===== src/rtl/core/cxacc_pkg.sv =====
`timescale 1ns / 1ps

package cxacc_pkg;

   localparam int WORD_BITS_DEFAULT     = 32;
   localparam int FRACTION_BITS_DEFAULT = 16;
   localparam int EXPONENT_BITS_DEFAULT = 8;
   localparam int FUNC_BITS             = 3;
   localparam int DIGIT_BITS            = 16;

   typedef enum logic [FUNC_BITS-1:0] {
      FUNC_CLEAR     = 3'd0,
      FUNC_ADD       = 3'd1,
      FUNC_SUBTRACT  = 3'd2,
      FUNC_MULTIPLY  = 3'd3,
      FUNC_CONJUGATE = 3'd4,
      FUNC_POWER     = 3'd5,
      FUNC_READ      = 3'd6,
      FUNC_INVALID   = 3'd7
   } func_type;

   typedef enum logic [2:0] {
      ST_IDLE,
      ST_EXEC,
      ST_MUL,
      ST_DRAIN,
      ST_ROUND,
      ST_DONE
   } state_type;

endpackage


===== src/rtl/core/complex_accumulator_alu.sv =====
// channel | direction | handshake             | payload
// req     | in        | req_valid / req_ready | func, operand_re, operand_im, exponent
// rsp     | out       | rsp_valid / rsp_ready | result_re, result_im, bad_command, saturated
//
// clear, add, subtract, conjugate, read, invalid: accept, EXEC, then DONE
// multiply: MUL, DRAIN, ROUND for each component; D = ceil(WORD_BITS/16); one shared
// word x 17-bit multiplier walks the D digits of both product terms for each component
// power n > 1: n-1 multiplies in turn; power 0 or 1 goes from EXEC straight to DONE
// reset is synchronous and clears the accumulator and all handshake state
// a new request is taken while a result waits on rsp_ready; its result waits in turn
`timescale 1ns / 1ps

module complex_accumulator_alu #(
   parameter int WORD_BITS     = cxacc_pkg::WORD_BITS_DEFAULT,
   parameter int FRACTION_BITS = cxacc_pkg::FRACTION_BITS_DEFAULT,
   parameter int EXPONENT_BITS = cxacc_pkg::EXPONENT_BITS_DEFAULT
) (
   input  logic                                clock,
   input  logic                                reset,
   input  logic                                req_valid,
   output logic                                req_ready,
   input  logic [cxacc_pkg::FUNC_BITS-1:0]     req_func,
   input  logic signed [WORD_BITS-1:0]         req_operand_re,
   input  logic signed [WORD_BITS-1:0]         req_operand_im,
   input  logic [EXPONENT_BITS-1:0]            req_exponent,
   output logic                                rsp_valid,
   input  logic                                rsp_ready,
   output logic signed [WORD_BITS-1:0]         rsp_result_re,
   output logic signed [WORD_BITS-1:0]         rsp_result_im,
   output logic                                rsp_bad_command,
   output logic                                rsp_saturated
);

   localparam int DIGIT_BITS = cxacc_pkg::DIGIT_BITS;
   localparam int DIGITS     = (WORD_BITS + DIGIT_BITS - 1) / DIGIT_BITS;
   localparam int DIG_W      = (DIGITS > 1) ? $clog2(DIGITS) : 1;
   localparam int EXT_BITS   = DIGITS * DIGIT_BITS;
   localparam int PROD_BITS  = WORD_BITS + DIGIT_BITS + 1;
   localparam int SUM_BITS   = 2 * WORD_BITS + 2;
   localparam bit ONE_FITS   = (FRACTION_BITS <= WORD_BITS - 2);

   localparam logic signed [WORD_BITS-1:0] MAX_W = {1'b0, {(WORD_BITS-1){1'b1}}};
   localparam logic signed [WORD_BITS-1:0] MIN_W = ~MAX_W;
   localparam logic signed [WORD_BITS-1:0] ONE_W =
      ONE_FITS ? (WORD_BITS'(1) << FRACTION_BITS) : MAX_W;
   localparam logic signed [SUM_BITS-1:0]  HALF  = SUM_BITS'(1) << (FRACTION_BITS - 1);
   localparam logic [DIG_W-1:0]            DIG_LAST = DIG_W'(DIGITS - 1);
   localparam logic [EXPONENT_BITS-1:0]    EXP_ONE  = EXPONENT_BITS'(1);

   function automatic logic signed [WORD_BITS-1:0] clip1(input logic signed [WORD_BITS:0] v);
      logic ovf;
      ovf = v[WORD_BITS] ^ v[WORD_BITS-1];
      if (ovf) begin
         return v[WORD_BITS] ? MIN_W : MAX_W;
      end
      return v[WORD_BITS-1:0];
   endfunction

   cxacc_pkg::state_type state_ff, state_in;
   cxacc_pkg::func_type  func_ff, func_in;

   logic signed [WORD_BITS-1:0] acc_re_ff, acc_re_in, acc_im_ff, acc_im_in;
   logic signed [WORD_BITS-1:0] opr_ff, opr_in, opi_ff, opi_in;
   logic signed [WORD_BITS-1:0] res_re_ff, res_re_in;
   logic [EXPONENT_BITS-1:0]    cnt_ff, cnt_in;
   logic                        comp_ff, comp_in, term_ff, term_in;
   logic [DIG_W-1:0]            dig_ff, dig_in, pshift_ff, pshift_in;
   logic signed [PROD_BITS-1:0] prod_ff, prod_in;
   logic                        psub_ff, psub_in, pv_ff, pv_in;
   logic signed [SUM_BITS-1:0]  psum_ff, psum_in;
   logic                        sat_ff, sat_in, bad_ff, bad_in;
   logic                        rsp_valid_ff, rsp_valid_in;
   logic signed [WORD_BITS-1:0] rsp_re_ff, rsp_re_in, rsp_im_ff, rsp_im_in;
   logic                        rsp_bad_ff, rsp_bad_in, rsp_sat_ff, rsp_sat_in;

   logic                        out_free;
   logic signed [WORD_BITS-1:0] a_sel, b_sel;
   logic signed [EXT_BITS-1:0]  b_ext;
   logic [DIGIT_BITS-1:0]       dig_raw;
   logic signed [DIGIT_BITS:0]  dig_s;
   logic signed [PROD_BITS-1:0] mul_out;
   logic signed [SUM_BITS-1:0]  addend, psum_acc, rnd;
   logic                        rnd_fits;
   logic signed [WORD_BITS-1:0] rnd_word;
   logic                        last_issue, is_sub;
   logic signed [WORD_BITS:0]   sum_re, sum_im, neg_im;
   logic signed [WORD_BITS:0]   opr_x, opi_x;

   assign out_free = !rsp_valid_ff || rsp_ready;

   // shared multiplier datapath
   assign a_sel   = term_ff ? acc_im_ff : acc_re_ff;
   assign b_sel   = (term_ff ^ comp_ff) ? opi_ff : opr_ff;
   assign b_ext   = EXT_BITS'(b_sel);
   assign dig_raw = b_ext[dig_ff*DIGIT_BITS +: DIGIT_BITS];
   assign dig_s   = {(dig_ff == DIG_LAST) ? dig_raw[DIGIT_BITS-1] : 1'b0, dig_raw};
   assign mul_out = PROD_BITS'(a_sel) * PROD_BITS'(dig_s);
   assign last_issue = term_ff && (dig_ff == DIG_LAST);

   assign addend   = SUM_BITS'(prod_ff) <<< (pshift_ff * DIGIT_BITS);
   assign psum_acc = psub_ff ? (psum_ff - addend) : (psum_ff + addend);

   // rounding and saturation of one product component
   assign rnd      = psum_ff >>> FRACTION_BITS;
   assign rnd_fits = (&rnd[SUM_BITS-1:WORD_BITS-1]) || !(|rnd[SUM_BITS-1:WORD_BITS-1]);
   assign rnd_word = rnd_fits ? rnd[WORD_BITS-1:0] : (rnd[SUM_BITS-1] ? MIN_W : MAX_W);

   // add, subtract and conjugate
   assign is_sub = (func_ff == cxacc_pkg::FUNC_SUBTRACT);
   assign opr_x  = is_sub ? ~(WORD_BITS+1)'(opr_ff) : (WORD_BITS+1)'(opr_ff);
   assign opi_x  = is_sub ? ~(WORD_BITS+1)'(opi_ff) : (WORD_BITS+1)'(opi_ff);
   assign sum_re = (WORD_BITS+1)'(acc_re_ff) + opr_x + (WORD_BITS+1)'(is_sub);
   assign sum_im = (WORD_BITS+1)'(acc_im_ff) + opi_x + (WORD_BITS+1)'(is_sub);
   assign neg_im = (WORD_BITS+1)'(0) - (WORD_BITS+1)'(acc_im_ff);

   always_comb begin
      state_in = state_ff;
      case (state_ff)
         cxacc_pkg::ST_IDLE: begin
            if (req_valid) begin
               state_in = cxacc_pkg::ST_EXEC;
            end
         end
         cxacc_pkg::ST_EXEC: begin
            state_in = cxacc_pkg::ST_DONE;
            if (func_ff == cxacc_pkg::FUNC_MULTIPLY) begin
               state_in = cxacc_pkg::ST_MUL;
            end else if (func_ff == cxacc_pkg::FUNC_POWER && cnt_ff > EXP_ONE) begin
               state_in = cxacc_pkg::ST_MUL;
            end
         end
         cxacc_pkg::ST_MUL: begin
            if (last_issue) begin
               state_in = cxacc_pkg::ST_DRAIN;
            end
         end
         cxacc_pkg::ST_DRAIN: begin
            state_in = cxacc_pkg::ST_ROUND;
         end
         cxacc_pkg::ST_ROUND: begin
            state_in = cxacc_pkg::ST_MUL;
            if (comp_ff && cnt_ff == EXP_ONE) begin
               state_in = cxacc_pkg::ST_DONE;
            end
         end
         cxacc_pkg::ST_DONE: begin
            if (out_free) begin
               state_in = cxacc_pkg::ST_IDLE;
            end
         end
         default: begin
            state_in = cxacc_pkg::ST_IDLE;
         end
      endcase
   end

   always_comb begin
      req_ready    = (state_ff == cxacc_pkg::ST_IDLE);
      func_in      = func_ff;
      acc_re_in    = acc_re_ff;
      acc_im_in    = acc_im_ff;
      opr_in       = opr_ff;
      opi_in       = opi_ff;
      res_re_in    = res_re_ff;
      cnt_in       = cnt_ff;
      comp_in      = comp_ff;
      term_in      = term_ff;
      dig_in       = dig_ff;
      pshift_in    = pshift_ff;
      prod_in      = prod_ff;
      psub_in      = psub_ff;
      pv_in        = pv_ff;
      psum_in      = psum_ff;
      sat_in       = sat_ff;
      bad_in       = bad_ff;
      rsp_valid_in = rsp_valid_ff && !rsp_ready;
      rsp_re_in    = rsp_re_ff;
      rsp_im_in    = rsp_im_ff;
      rsp_bad_in   = rsp_bad_ff;
      rsp_sat_in   = rsp_sat_ff;
      case (state_ff)
         cxacc_pkg::ST_IDLE: begin
            if (req_valid) begin
               func_in = cxacc_pkg::func_type'(req_func);
               opr_in  = req_operand_re;
               opi_in  = req_operand_im;
               cnt_in  = req_exponent;
               sat_in  = 1'b0;
               bad_in  = 1'b0;
            end
         end
         cxacc_pkg::ST_EXEC: begin
            comp_in = 1'b0;
            term_in = 1'b0;
            dig_in  = '0;
            pv_in   = 1'b0;
            psum_in = HALF;
            case (func_ff)
               cxacc_pkg::FUNC_CLEAR: begin
                  acc_re_in = '0;
                  acc_im_in = '0;
               end
               cxacc_pkg::FUNC_ADD, cxacc_pkg::FUNC_SUBTRACT: begin
                  acc_re_in = clip1(sum_re);
                  acc_im_in = clip1(sum_im);
                  sat_in    = (sum_re[WORD_BITS] ^ sum_re[WORD_BITS-1])
                            || (sum_im[WORD_BITS] ^ sum_im[WORD_BITS-1]);
               end
               cxacc_pkg::FUNC_MULTIPLY: begin
                  cnt_in = EXP_ONE;
               end
               cxacc_pkg::FUNC_CONJUGATE: begin
                  acc_im_in = clip1(neg_im);
                  sat_in    = neg_im[WORD_BITS] ^ neg_im[WORD_BITS-1];
               end
               cxacc_pkg::FUNC_POWER: begin
                  if (cnt_ff == '0) begin
                     acc_re_in = ONE_W;
                     acc_im_in = '0;
                     sat_in    = !ONE_FITS;
                  end else begin
                     opr_in = acc_re_ff;
                     opi_in = acc_im_ff;
                     cnt_in = cnt_ff - EXP_ONE;
                  end
               end
               cxacc_pkg::FUNC_READ: begin
                  sat_in = 1'b0;
               end
               default: begin
                  bad_in = 1'b1;
               end
            endcase
         end
         cxacc_pkg::ST_MUL: begin
            prod_in   = mul_out;
            pshift_in = dig_ff;
            psub_in   = !comp_ff && term_ff;
            pv_in     = 1'b1;
            if (pv_ff) begin
               psum_in = psum_acc;
            end
            if (dig_ff == DIG_LAST) begin
               term_in = 1'b1;
               dig_in  = '0;
            end else begin
               dig_in  = dig_ff + 1'b1;
            end
         end
         cxacc_pkg::ST_DRAIN: begin
            psum_in = psum_acc;
            pv_in   = 1'b0;
         end
         cxacc_pkg::ST_ROUND: begin
            sat_in  = sat_ff || !rnd_fits;
            term_in = 1'b0;
            dig_in  = '0;
            pv_in   = 1'b0;
            psum_in = HALF;
            if (!comp_ff) begin
               res_re_in = rnd_word;
               comp_in   = 1'b1;
            end else begin
               acc_re_in = res_re_ff;
               acc_im_in = rnd_word;
               comp_in   = 1'b0;
               cnt_in    = cnt_ff - EXP_ONE;
            end
         end
         cxacc_pkg::ST_DONE: begin
            if (out_free) begin
               rsp_valid_in = 1'b1;
               rsp_re_in    = acc_re_ff;
               rsp_im_in    = acc_im_ff;
               rsp_bad_in   = bad_ff;
               rsp_sat_in   = sat_ff;
            end
         end
         default: begin
            pv_in = 1'b0;
         end
      endcase
   end

   always_ff @(posedge clock) begin
      if (reset) begin
         state_ff     <= cxacc_pkg::ST_IDLE;
         rsp_valid_ff <= 1'b0;
         acc_re_ff    <= '0;
         acc_im_ff    <= '0;
         pv_ff        <= 1'b0;
      end else begin
         state_ff     <= state_in;
         rsp_valid_ff <= rsp_valid_in;
         acc_re_ff    <= acc_re_in;
         acc_im_ff    <= acc_im_in;
         pv_ff        <= pv_in;
      end
   end

   always_ff @(posedge clock) begin
      func_ff    <= func_in;
      opr_ff     <= opr_in;
      opi_ff     <= opi_in;
      res_re_ff  <= res_re_in;
      cnt_ff     <= cnt_in;
      comp_ff    <= comp_in;
      term_ff    <= term_in;
      dig_ff     <= dig_in;
      pshift_ff  <= pshift_in;
      prod_ff    <= prod_in;
      psub_ff    <= psub_in;
      psum_ff    <= psum_in;
      sat_ff     <= sat_in;
      bad_ff     <= bad_in;
      rsp_re_ff  <= rsp_re_in;
      rsp_im_ff  <= rsp_im_in;
      rsp_bad_ff <= rsp_bad_in;
      rsp_sat_ff <= rsp_sat_in;
   end

   assign rsp_valid       = rsp_valid_ff;
   assign rsp_result_re   = rsp_re_ff;
   assign rsp_result_im   = rsp_im_ff;
   assign rsp_bad_command = rsp_bad_ff;
   assign rsp_saturated   = rsp_sat_ff;

endmodule


===== config.mk =====
export PLATFORM = sky130hd
export DESIGN_NAME = complex_accumulator_alu
export DESIGN_NICKNAME = d
export VERILOG_FILES = /design/src/rtl/core/cxacc_pkg.sv /design/src/rtl/core/complex_accumulator_alu.sv
export SDC_FILE = /design/constraint.sdc
export NUM_CORES = 2
export LEC_CHECK = 0
export ABC_AREA = 1
export BUFFER_PORTS_ARGS = -buffer_cell sky130_fd_sc_hd__buf_2
export CAP_MARGIN = 20
export CORE_ASPECT_RATIO = 0.7
export CORE_MARGIN = 4
export CORE_UTILIZATION = 46
export DETAILED_ROUTE_END_ITERATION = 10
export PLACE_DENSITY_LB_ADDON = 0.15
export SYNTH_ARGS = -nofsm -noshare
export SYNTH_HDL_FRONTEND = slang
export SYNTH_SLANG_ARGS = --single-unit

===== constraint.sdc =====
create_clock -name clock -period 17.21 [get_ports clock]
set_clock_uncertainty 0.15 [all_clocks]
set_input_delay 3.442 -clock clock [delete_from_list [all_inputs] [get_ports clock]]
set_output_delay 3.442 -clock clock [all_outputs]
set_load 0.05 [all_outputs]

==> reports/results.ini <==
[worst_setup_path]
reg2reg_from = comp_ff
crit_buf_inv = 10
r2r_slack_ps = 7750
cp-start-kind = flop
r2r_end = prod_ff[29]
crit_family = adder cells
critPathKind = flop to flop
crit_fanout = 37
cp_slowest_stage_delay_ps = 860
critPathRequiredTime_ps = 17410
arrival_ps = 9660
crit_path_end_kind = flop
critPathMostFrequentCell = inv_1
rr_worst_depth = 30
critPathSlowestCell = inv_1

[clock_tree]
post_cts_resized = 0
root_buffer = clkbuf_16
numCtsBuffers = 43
htreeDepth = 2
hold_buffers = 0
post_cts_buffers = 0
insertion_delay_ps = 630
cts_tree = done
clk_pin_slew_worst_paths_ps = 70
cts_buffer_depth = 3
cts.sinks = 364

[logic_synthesis]
synth_cell_types = 60
synthTopCellsByArea = fa_1, edfxtp_1, nand2_1
yosysSeqAreaShare_pct = 22.1
syn_inst = 6098
synth_top_flop_cell = edfxtp_1
synth_area_per_cell_um2 = 7.59
syn_nets = 6948
ys_warn_count = 0
synth_top_cell_area_share_pct = 22.7
synth_common_cells = nand2_1, inv_1, nor2_1, fa_1, a21oi_1
synth_seq_cells = 364
synth-async-reset-ratio_pct = 0
yosys.area.top_type = fa_1
netlist_area_um2 = 46300
synth.most_common_cell = nand2_1
synth_edf_count = 295

[floorplanning]
die_w_um = 387
rows = 97
coreArea_um2 = 99900
die_area_um2 = 106000
fp.dieH_um = 273
io_pins = 147
start_util_pct = 46.3

[worst_hold_path]
hp-class = flop to flop
min_path_cells = 0
holdPathEnd = rsp_bad_command
worstHoldStart = bad_ff

[run_status]
outcome = finished clean

[grt]
first_global_vias = 39600
grt_overflow = 0
grtUsageTotal_pct = 31.9
grt_max_degree = 80
grt_pass1_wl_um = 256000
antenna_found_initial = 5

[flow_run]
maxCapViolations = 0

[finish]
multi_input_area_um2 = 30800
fillCellCount = 9989
nNetsFinal = 7005
fin_cells = 7526
diodes = 0
drive_above_1_share_pct = 5.48
syn_to_final_growth_pct = 7.99
seqCellArea_um2 = 10200

[timing]
max_freq_mhz = 106
max_slew_margin_pct = 23.3
tightestPinTransition_ps = 1150
slew_viol_final = 0
setup_ws_ps = 7750
hold_viol = 0
hold_slack_ps = 303
period_share_pct = 55.0
grt_setup_unrepaired = false
finalSetupTns_ps = 0
fin_crit_ps = 9460
finalSetupViolations = 0

[route]
wl_per_cell_um = 22.8
vias = 41800
dr.pass1.iters = 6
ant_nets = 0
routed_via_density = 5.55
routed_wl_um = 171000
first_iter_violations = 4713
drc_errors = 0

[placed_design]
dp_cells = 7446
gp_congestion = 1.02
hpwl_um = 140000
port_buffers = 146
place_ws_ps = 7950

## per-stage QoR
stage	utilization, %	instance area [um2]
detailed placement	48.4	48400
finish	50.0	50000
CTS	50.0	50000
global placement	48.4	48300
global route	50.0	50000
floorplan	-	46300
## registers in the layout, summed over array words and instances, names as in the netlist, 3 cells and up
register	cells
acc_im_ff	32
acc_re_ff	32
cnt_ff	8
func_ff	3
opi_ff	32
opr_ff	32
prod_ff	49
psum_ff	66
res_re_ff	32
rsp_result_im	32
rsp_result_re	32
state_ff	3
## routing by layer
metal | track usage, % | share of wire, % | vias up
met3 | 6.71 | 10 | 233
met5 | 0 | 0 | -
met4 | 10.7 | 3.9 | 0
li1 | - | - | 19300
met1 | 48.2 | 45 | 20300
met2 | 45.1 | 40 | 2022
## cells by family after synthesis
kind of cell    count (synthesis)  share of synthesized area (%)
simple gates                 2272                           19.9
buf+inv                      1383                           11.5
compound gates               1050                           12.3
fa+ha+maj                     771                           29.3
flops                         364                           22.1
xor+xnor                      253                           4.79
mux                             5                          0.108
## layout make-up
type,instances,area share (%)
tap,1336,3.34
sequential,364,20.5
timing repair buffer,206,2.36
clock inverter,19,0.701
clock buffer,61,2.56
inverter,1189,8.94
multi-input combinational,4351,61.6
## layout by cell type (no fill, tap or decap), types with 10 or more instances in the layout
| master | n |
|---|---|
| nand2_1 | 1298 |
| inv_1 | 1165 |
| nor2_1 | 634 |
| fa_1 | 524 |
| a21oi_1 | 459 |
| o21ai_0 | 368 |
| edfxtp_1 | 295 |
| ha_1 | 247 |
| nand3_1 | 160 |
| xor2_1 | 158 |
| buf_2 | 147 |
| xnor2_1 | 95 |
| dfxtp_1 | 69 |
| buf_4 | 58 |
| nor3_1 | 52 |
| o21ai_1 | 50 |
| clkbuf_16 | 47 |
| nand4_1 | 43 |
| a31oi_1 | 40 |
| a21o_1 | 30 |
| nor4_1 | 29 |
| o21a_1 | 25 |
| o21bai_1 | 21 |
| inv_2 | 14 |
| nand3b_1 | 14 |
| a21boi_0 | 10 |
## worst register-to-register path, delay by kind of cell, from the launching register on
kind / cells / cell delay [ps]
flops: 1 / 420
compound gates: 6 / 1280
xor+xnor: 1 / 140
simple gates: 5 / 1100
buf+inv: 10 / 2340
fa+ha+maj: 8 / 3790
## worst max-delay path by stage
stage | start | endpoint | slack, ps | cells past startpoint
floorplan | rsp_ready | rsp_bad_command | 9840 | 2
global placement | comp_ff | prod_ff[29] | 8090 | 30
detailed placement | comp_ff | prod_ff[29] | 7950 | 30
CTS | comp_ff | prod_ff[29] | 7930 | 30
global route | comp_ff | prod_ff[29] | 7230 | 30
finish | comp_ff | prod_ff[29] | 7750 | 30
Power is not shown: default switching activity piles up to over one toggle a cycle in this logic, so the estimate is an artifact.
